<file path="config.mk">
export PLATFORM = sky130hd
export DESIGN_NAME = line_point_at_column_unit
export DESIGN_NICKNAME = d
export VERILOG_FILES = /design/src/rtl/core/lpc_pkg.sv /design/src/rtl/core/lpc_step.sv /design/src/rtl/core/line_point_at_column_unit.sv
export SDC_FILE = /design/constraint.sdc
export NUM_CORES = 1
export LEC_CHECK = 0
export ABC_AREA = 1
export CAP_MARGIN = 30
export CORE_MARGIN = 2
export CORE_UTILIZATION = 51
export DETAILED_ROUTE_END_ITERATION = 12
export DONT_BUFFER_PORTS = 1
export GPL_TIMING_DRIVEN = 1
export HOLD_SLACK_MARGIN = 0.12
export PLACE_DENSITY = 0.66
export SKIP_CTS_REPAIR_TIMING = 1
export SLEW_MARGIN = 5
export SYNTH_ARGS = -nofsm -noshare
export SYNTH_HDL_FRONTEND = slang
export SYNTH_SLANG_ARGS = --single-unit
</file>
<file path="constraint.sdc">
create_clock -name clk_i -period 9 [get_ports clk_i]
set_input_delay 0.9 -clock clk_i [delete_from_list [all_inputs] [get_ports clk_i]]
set_output_delay 0.9 -clock clk_i [all_outputs]
set_load 0.05 [all_outputs]
</file>
<file path="src/rtl/core/lpc_pkg.sv">
`timescale 1ns / 1ps

package lpc_pkg;

  // coordinate and derived widths
  localparam int COORD_WIDTH  = 8;
  localparam int ROW_WIDTH    = COORD_WIDTH + 1;
  localparam int ERR_WIDTH    = COORD_WIDTH + 3;
  localparam int HEIGHT_WIDTH = 8;
  localparam int DIFF_WIDTH   = (ROW_WIDTH > HEIGHT_WIDTH + 1) ? ROW_WIDTH : HEIGHT_WIDTH + 1;

  localparam logic [HEIGHT_WIDTH-1:0] HEIGHT_RESET = HEIGHT_WIDTH'(64);

  typedef logic [COORD_WIDTH-1:0]        coord_t;
  typedef logic signed [ERR_WIDTH-1:0]   err_t;
  typedef logic [HEIGHT_WIDTH-1:0]       height_t;
  typedef logic signed [ROW_WIDTH-1:0]   row_t;

  // walk position carried between steps
  typedef struct packed {
    coord_t x;
    coord_t y;
    err_t   err;
  } walk_pos_t;

  // step status back to the sequencer
  typedef struct packed {
    logic hit;
    logic at_end;
  } step_flags_t;

endpackage

</file>
<file path="src/rtl/core/lpc_step.sv">
`timescale 1ns / 1ps

module lpc_step (
  input  lpc_pkg::walk_pos_t   pos_i,
  input  lpc_pkg::coord_t      end_x_i,
  input  lpc_pkg::coord_t      end_y_i,
  input  lpc_pkg::coord_t      probe_x_i,
  input  lpc_pkg::coord_t      dx_i,
  input  lpc_pkg::coord_t      dy_i,
  input  logic                 sx_neg_i,
  input  logic                 sy_neg_i,
  output lpc_pkg::walk_pos_t   pos_o,
  output lpc_pkg::step_flags_t flags_o
);
  import lpc_pkg::*;

  err_t e2;
  err_t dx_ext;
  err_t dy_ext;
  err_t err_sub;
  logic step_x;
  logic step_y;

  // doubled error against both deltas
  assign dx_ext = $signed({{(ERR_WIDTH-COORD_WIDTH){1'b0}}, dx_i});
  assign dy_ext = $signed({{(ERR_WIDTH-COORD_WIDTH){1'b0}}, dy_i});
  assign e2     = err_t'(pos_i.err <<< 1);
  assign step_x = (e2 > -dy_ext);
  assign step_y = (e2 < dx_ext);

  // termination checks on the current point
  assign flags_o.hit    = (pos_i.x == probe_x_i);
  assign flags_o.at_end = (pos_i.x == end_x_i) && (pos_i.y == end_y_i);

  // next point and error
  assign err_sub = step_x ? (pos_i.err - dy_ext) : pos_i.err;

  always_comb begin
    pos_o.err = step_y ? (err_sub + dx_ext) : err_sub;
    pos_o.x   = pos_i.x;
    pos_o.y   = pos_i.y;
    if (step_x) begin
      pos_o.x = sx_neg_i ? (pos_i.x - COORD_WIDTH'(1)) : (pos_i.x + COORD_WIDTH'(1));
    end
    if (step_y) begin
      pos_o.y = sy_neg_i ? (pos_i.y - COORD_WIDTH'(1)) : (pos_i.y + COORD_WIDTH'(1));
    end
  end

endmodule

</file>
<file path="src/rtl/core/line_point_at_column_unit.sv">
`timescale 1ns / 1ps

// Finds the point of a line segment in a probe column. Each transfer on the
// input channel gives the segment end points and the probe column; the block
// walks the segment with the Bresenham error rule, one point per clock through
// a single shared step unit, and stops at the first point in the probe column
// (found, its y and display_height minus y) or at the end point (not found,
// zeros). An item is captured in the idle state, then the setup state forms
// the deltas and the initial error, then the walk state visits the points.
// A walk that has stopped holds its last point for as long as the previous
// result still waits in the result register. The input side is ready only
// between items; a finished result sits in an output register, so the next
// item can be taken while the previous result still waits. display_height
// resets to 64; the user must write it through cfg_we_i / cfg_wdata_i only
// while the block is idle, which the block itself does not enforce.
module line_point_at_column_unit (
  input  logic                  clk_i,
  input  logic                  rst_ni,
  input  logic                  cfg_we_i,
  input  lpc_pkg::height_t      cfg_wdata_i,
  input  logic                  in_valid_i,
  output logic                  in_ready_o,
  input  lpc_pkg::coord_t       start_x_i,
  input  lpc_pkg::coord_t       start_y_i,
  input  lpc_pkg::coord_t       end_x_i,
  input  lpc_pkg::coord_t       end_y_i,
  input  lpc_pkg::coord_t       probe_x_i,
  output logic                  out_valid_o,
  input  logic                  out_ready_i,
  output logic                  found_o,
  output lpc_pkg::coord_t       point_y_o,
  output lpc_pkg::row_t         screen_row_o
);
  import lpc_pkg::*;

  typedef enum logic [1:0] {
    S_IDLE,
    S_SETUP,
    S_WALK
  } state_e;

  state_e      state_q;
  walk_pos_t   pos_q;
  walk_pos_t   pos_next;
  step_flags_t flags;
  coord_t      end_x_q;
  coord_t      end_y_q;
  coord_t      probe_q;
  coord_t      dx_q;
  coord_t      dy_q;
  logic        sx_neg_q;
  logic        sy_neg_q;
  height_t     height_q;
  logic        out_valid_q;
  logic        found_q;
  coord_t      point_y_q;
  row_t        row_q;

  coord_t                 dx_calc;
  coord_t                 dy_calc;
  err_t                   err_init;
  logic                   out_free;
  logic                   walk_done;
  logic                   result_load;
  logic [DIFF_WIDTH-1:0]  row_diff;

  // shared step unit
  lpc_step u_step (
    .pos_i     (pos_q),
    .end_x_i   (end_x_q),
    .end_y_i   (end_y_q),
    .probe_x_i (probe_q),
    .dx_i      (dx_q),
    .dy_i      (dy_q),
    .sx_neg_i  (sx_neg_q),
    .sy_neg_i  (sy_neg_q),
    .pos_o     (pos_next),
    .flags_o   (flags)
  );

  // deltas and initial error from the captured end points
  assign dx_calc  = (end_x_q > pos_q.x) ? (end_x_q - pos_q.x) : (pos_q.x - end_x_q);
  assign dy_calc  = (end_y_q > pos_q.y) ? (end_y_q - pos_q.y) : (pos_q.y - end_y_q);
  assign err_init = $signed({{(ERR_WIDTH-COORD_WIDTH){1'b0}}, dx_calc})
                  - $signed({{(ERR_WIDTH-COORD_WIDTH){1'b0}}, dy_calc});

  // screen row in modular arithmetic
  assign row_diff = DIFF_WIDTH'(height_q) - DIFF_WIDTH'(pos_q.y);

  assign out_free    = !out_valid_q || out_ready_i;
  assign walk_done   = flags.hit || flags.at_end;
  assign result_load = (state_q == S_WALK) && walk_done && out_free;

  // sequencer, walk registers and result register
  always_ff @(posedge clk_i or negedge rst_ni) begin
    if (!rst_ni) begin
      state_q     <= S_IDLE;
      out_valid_q <= 1'b0;
      height_q    <= HEIGHT_RESET;
      pos_q       <= '0;
      end_x_q     <= '0;
      end_y_q     <= '0;
      probe_q     <= '0;
      dx_q        <= '0;
      dy_q        <= '0;
      sx_neg_q    <= 1'b0;
      sy_neg_q    <= 1'b0;
      found_q     <= 1'b0;
      point_y_q   <= '0;
      row_q       <= '0;
    end else begin
      if (cfg_we_i) begin
        height_q <= cfg_wdata_i;
      end
      if (out_valid_q && out_ready_i && !result_load) begin
        out_valid_q <= 1'b0;
      end
      case (state_q)
        S_IDLE: begin
          if (in_valid_i) begin
            pos_q.x   <= start_x_i;
            pos_q.y   <= start_y_i;
            pos_q.err <= '0;
            end_x_q   <= end_x_i;
            end_y_q   <= end_y_i;
            probe_q   <= probe_x_i;
            state_q   <= S_SETUP;
          end
        end
        S_SETUP: begin
          dx_q      <= dx_calc;
          dy_q      <= dy_calc;
          sx_neg_q  <= !(pos_q.x < end_x_q);
          sy_neg_q  <= !(pos_q.y < end_y_q);
          pos_q.err <= err_init;
          state_q   <= S_WALK;
        end
        S_WALK: begin
          if (walk_done) begin
            // hold the final point until the result register frees up
            if (out_free) begin
              out_valid_q <= 1'b1;
              found_q     <= flags.hit;
              point_y_q   <= flags.hit ? pos_q.y : '0;
              row_q       <= flags.hit ? $signed(row_diff[ROW_WIDTH-1:0]) : '0;
              state_q     <= S_IDLE;
            end
          end else begin
            pos_q <= pos_next;
          end
        end
        default: begin
          state_q <= S_IDLE;
        end
      endcase
    end
  end

  assign in_ready_o   = (state_q == S_IDLE);
  assign out_valid_o  = out_valid_q;
  assign found_o      = found_q;
  assign point_y_o    = point_y_q;
  assign screen_row_o = row_q;

  // a miss reports zeros
  assert property (@(posedge clk_i) disable iff (!rst_ni)
    (out_valid_o && !found_o) |-> (point_y_o == '0 && screen_row_o == '0))
    else $error("miss result carries nonzero payload");

  // an accepted item keeps the input blocked through setup and into the walk state
  assert property (@(posedge clk_i) disable iff (!rst_ni)
    (in_valid_i && in_ready_o) |=> (!in_ready_o ##1 !in_ready_o))
    else $error("input ready during setup");

  // a result is loaded only when the walk stopped on the probe column or end
  assert property (@(posedge clk_i) disable iff (!rst_ni)
    (state_q == S_WALK && !walk_done) |=> (state_q == S_WALK && !$rose(out_valid_q)))
    else $error("walk left early");

  // the walk point does not move once a stop condition is seen
  assert property (@(posedge clk_i) disable iff (!rst_ni)
    (state_q == S_WALK && walk_done && !out_free) |=> (state_q == S_WALK && $stable(pos_q)))
    else $error("walk moved while stalled on result");

endmodule
</file>
Yosys cells after proc, flatten, opt, wreduce, memory -nomap -nowiden
Cells that the tools add are included.
Storage, ports and cells
  register bits: 98
  input port bits: 53
  logic and storage cells: 88
  output and inout port bits: 20
Cells by class
  magnitude comparators: 6
  add/subtract/negate cells: 13
  multiplexer cells: 22
  reduce and logical (&&, ||, !) cells: 20
  equality and inequality tests: 11
Operator list (count)
  $mux 8: 7
  $mux 27: 2
  $pmux 11 s3: 1
  $pmux 16 s2: 1
  $sub 8x8->8: 4
  $eq 8x8->1: 3
  $mux 11: 2
  $sub 8x8->9: 2
  $add 8x1->8 const B: 2
  $gt 8x8->1: 2
  $lt 8x8->1: 2
  $sub 8x1->8 const B: 2
  $add 11x9->11: 1
  $gt 11x11->1: 1
  $lt 11x9->1: 1
  $neg 8->11: 1
  $sub 11x9->11: 1
  $mux 9: 1
  $reduce_and 3->1: 3
  $ne 2x2->1 const B: 4
  $reduce_and 4->1: 2
  $mux 2: 3
  $pmux 2 s3: 1
  $logic_and 1x1->1: 5
  10 further kinds: 18

Longest topological paths before layout
  depth after elaboration: 11
  gate-level depth with buffers: 36
  gate-level depth less buffers: 35

Hierarchy
Synthesis repeated with hierarchy kept, for this count alone.
Unflattened totals
  cell total of the unflattened synthesis: 1295
  area total of the unflattened synthesis: 9014.9 sq um
By module, submodules not included
  line_point_at_column_unit: area each 6378.6 sq um, times used 1, cells each 856, seq. area each 2453.6 sq um
  lpc_step: area each 2636.3 sq um, times used 1, cells each 439, seq. area each 0.0 sq um

Least setup slack after synthesis
No wires, ideal clock.
  path type: register -> register
  start point: register dy_q[1]
  end point: register pos_q[7] (netlist bit)
  buffers on the path: 1
  stages on the path, launching flop included: 33
  arrival: 3.685 ns
  period minus slack after synthesis: 3.811 ns
  setup time: 0.126 ns
  data required time: 8.874 ns
  slack: 5.189 ns
  path through: dfrtp_1 -> inv_1 -> ha_1 -> nand3_1 -> nor3_1 -> nand2_1 -> nor2_1 -> ha_1 -> nand2_1 -> inv_1 -> nand2_1 -> inv_1 -> nand2_1 -> nand3_1 -> nand2_1 -> nand2_2 -> nand2_4 -> inv_2 -> buf_4 -> o21ai_0 -> inv_1 -> ha_1 -> nand2_1 -> a21oi_1 -> a211oi_1 -> nand2_1 -> or2_2 -> nand2_1 -> a21oi_1 -> o21ai_0 -> nand2_1 -> nand2_1 -> o21ai_0
Between the ends
  word-level cells in the longest chain between the ends: 7
  elaborated cells on any way between the ends: 8
  classes of those cells: add/sub (3); order compare (1); mux (4)
RTL lines
  start: declaration: line line_point_at_column_unit.sv:50  | coord_t dy_q;
  start signal: assignment: line line_point_at_column_unit.sv:132  | dy_q <= dy_calc;
  $neg 8->11: line lpc_step.sv:28  | assign step_x = (e2 > -dy_ext);
  $gt 11x11->1: line lpc_step.sv:28
  $mux 11 (*): line lpc_step.sv:36  | assign err_sub = step_x ? (pos_i.err - dy_ext) : pos_i.err;
  $add 11x9->11: line lpc_step.sv:39  | pos_o.err = step_y ? (err_sub + dx_ext) : err_sub;
  $mux 11 (*): line lpc_step.sv:39
  $mux 27 (*): line line_point_at_column_unit.sv:139  | if (walk_done) begin
  $pmux 11 s3 (*): line line_point_at_column_unit.sv:118  | case (state_q)
  end signal: assignment: line line_point_at_column_unit.sv:149  | pos_q <= pos_next;
  end: declaration: line line_point_at_column_unit.sv:43  | walk_pos_t pos_q;
Every way passes the cells marked *; elsewhere a longest branch is shown, timed or not. The select of a mux whose other input is x is not followed.
A chain may end at the register's enable or synchronous reset.

Worst setup path in the final report
  start point: register dy_q[1]
  end point: register pos_q[6] (netlist bit)
Same word-level chain as after synthesis.

==> impl_metrics.env <==
export IMPL_mostFrequentLayoutCells="nand2_1 (214), inv_1 (136), o21ai_0 (113)"
export IMPL_ys_warnings_count=0
export IMPL_drv_slew=0
export IMPL_rr_worst_depth=28
export IMPL_max_slew_margin_pct=58.9
export IMPL_avgSynthCellArea_um2=7.47
export IMPL_clock_latency_ps=360
export IMPL_min_period_ps=4310
export IMPL_finClkSkew_ps=13.5
export IMPL_synth_top_cell_area_share_pct=30.3
export IMPL_drive_gt1_share_pct=5.51
export IMPL_yosysUniqueCellTypes=36
export IMPL_endpoint_kind="flip-flop"
export IMPL_start_util_pct=52.2
export IMPL_crit_type="reg2reg"
export IMPL_crit_required_ps=9280
export IMPL_area_growth_pct=5.36
export IMPL_htreeDepth=3
export IMPL_synth_edf_count=0
export IMPL_status="finished clean"
export IMPL_synth_seq_cells=97
export IMPL_fin_cells=1241
export IMPL_core_area_um2=15200
export IMPL_grt_overflow=0
export IMPL_antenna_found_initial=0
export IMPL_fin_crit_sh_pct=47.9
export IMPL_holdCritPathClass="in2async"
export IMPL_setup_violations=0
export IMPL_cts_buffer_depth=2
export IMPL_rows=45
export IMPL_syn_num_nets=1223
export IMPL_hold_violations=0
export IMPL_pin_count=73
export IMPL_grt_pass1_wl_mm=32.4
export IMPL_yosysSeqAreaShare_pct=30.6
export IMPL_ys_top_cells_by_area="dfrtp_1 (30%), ha_1 (15%), nand2_1 (10%)"
export IMPL_synth_area_leader_cell="dfrtp_1"
export IMPL_grt_max_degree=98
export IMPL_diodes=0
export IMPL_cts_tree="built"
export IMPL_finalNetCount=1209
export IMPL_fp_dieH_um=129
export IMPL_rrSetupSlack_ps=4690
export IMPL_die_x_um=129
export IMPL_grt_util_all_layers_pct=24.9
export IMPL_vias_per_cell=5.49
export IMPL_gp_congestion=0.927
export IMPL_wl_mm=19.7
export IMPL_drt_iter0_markers=559
export IMPL_start_kind="flip-flop"
export IMPL_cts_inserted_buffers=9
export IMPL_vias=6812
export IMPL_syn_area_um2=7940
export IMPL_dp_cells=1225
export IMPL_detail_route_antenna_nets=0
export IMPL_cpPeakStageDelay_ps=420
export IMPL_crit_path_frequent_cell="nand2_1"
export IMPL_worstReg2RegStart="dy_q[1]"
export IMPL_layout_commonest_cell="nand2_1"
export IMPL_tightest_slew_ps=617
export IMPL_grt_pass1_vias=6439
export IMPL_dieArea_um2=16600
export IMPL_drv_cap=0
export IMPL_async_flop_share_pct=100
export IMPL_dp_hpwl_mm=15.1
export IMPL_timing_fmax_mhz=232
export IMPL_cts_sinks=97
export IMPL_syn_inst=1062
export IMPL_portBuffers=0
export IMPL_wl_per_cell_um=15.9
export IMPL_regToRegEndpoint="pos_q[6]"
export IMPL_rsz0062_at_grt="no"
export IMPL_cts_root_buf="clkbuf_16"
export IMPL_drc=0
export IMPL_arrival_ps=4590
export IMPL_fillers=1510
export IMPL_path_max_fanout=8
export IMPL_crit_slowest_cell="fa_1"
export IMPL_dr_pass1_iters=6
export IMPL_synthFlopType="dfrtp_1"
export IMPL_setup_tns_ps=0
export IMPL_cts_clk_slew_worst_paths_ps=80
[critical path, delay by kind of cell, from the launching register on]
kind	cells	cell delay (ps)
xor+xnor	1	140
simple gates	14	1480
compound gates	6	970
buf+inv	4	370
fa+ha+maj	3	900
flops	1	400
[worst max-delay path by stage]
| stage | startpoint | end | slack [ps] |
|---|---|---|---|
| after CTS | dy_q[1] | pos_q[6] | 4700 |
| after detailed placement | dy_q[1] | pos_q[6] | 4720 |
| final | dy_q[1] | pos_q[6] | 4690 |
| after floorplan | dy_q[1] | pos_q[7] | 5190 |
| after global routing | dy_q[1] | pos_q[6] | 4210 |
| after global placement | dy_q[1] | pos_q[6] | 4800 |
[metal layers]
metal  global-route usage, %  share of wire [%]  vias up
met1                    35.9                 49     3139
met3                    4.12                4.2       24
met5                       0                  0        -
met2                    38.6                 45      167
met4                    7.42                1.8        0
li1                        -                  -     3482
[cells in the mapped netlist (3+ instances only)]
master,number
buf_2,11
or2_2,7
nand2_2,4
mux2_2,12
a21oi_1,101
mux2i_1,4
nand2_1,214
xor2_1,32
fa_1,10
a22o_1,3
xnor2_1,11
inv_1,136
clkbuf_1,17
nor3_1,5
nor2_1,85
nor2_2,3
nand3_1,32
o221ai_1,5
ha_1,98
inv_2,8
nand4_1,14
o21ai_0,113
o21ai_1,29
dfrtp_1,96
[final cells by class]
type                            count  area, µm²  share of cell area [%]
Clock inverter                      7       61.3                   0.733
Timing Repair Buffer                4       30.0                   0.359
Multi-Input combinational cell    792       4840                    57.9
Clock buffer                        9        225                    2.69
Tap cell                          188        235                    2.81
Inverter                          144        541                    6.46
Sequential cell                    97       2430                    29.0
[registers in the layout, summed over array words and instances (netlist names)]
name          flops
probe_q           8
pos_q            26
end_y_q           8
height_q          8
end_x_q           8
screen_row_o      9
sy_neg_q          1
sx_neg_q          1
dx_q              8
state_q           2
point_y_o         8
found_o           1
out_valid_o       1
dy_q              8
[logic make-up after synthesis]
family	after synthesis	synth area share, %
multiplexers	16	2.21
XOR/XNOR	43	4.74
flip-flops	97	30.6
adder cells (fa/ha/maj)	108	18.0
AO/OA/AOI/OAI	257	16.8
AND/OR/NAND/NOR	368	19.3
buffers and inverters	173	8.40
[metrics by stage]
| step | setup slack (ps) | area (µm²) | hold slack [ps] | util (%) |
|---|---|---|---|---|
| CTS | 4700 | 8360 | 218 | 55.0 |
| global route | 4210 | 8360 | 215 | 55.0 |
| finish | 4690 | 8360 | 230 | 55.0 |
| detailed placement | 4720 | 8080 | 504 | 53.1 |
| global placement | 4800 | 8080 | 495 | 53.1 |
| floorplan | 5190 | 7940 | 475 | - |
Power is not shown: default switching activity piles up to over one toggle a cycle in this logic, so the estimate is an artifact.
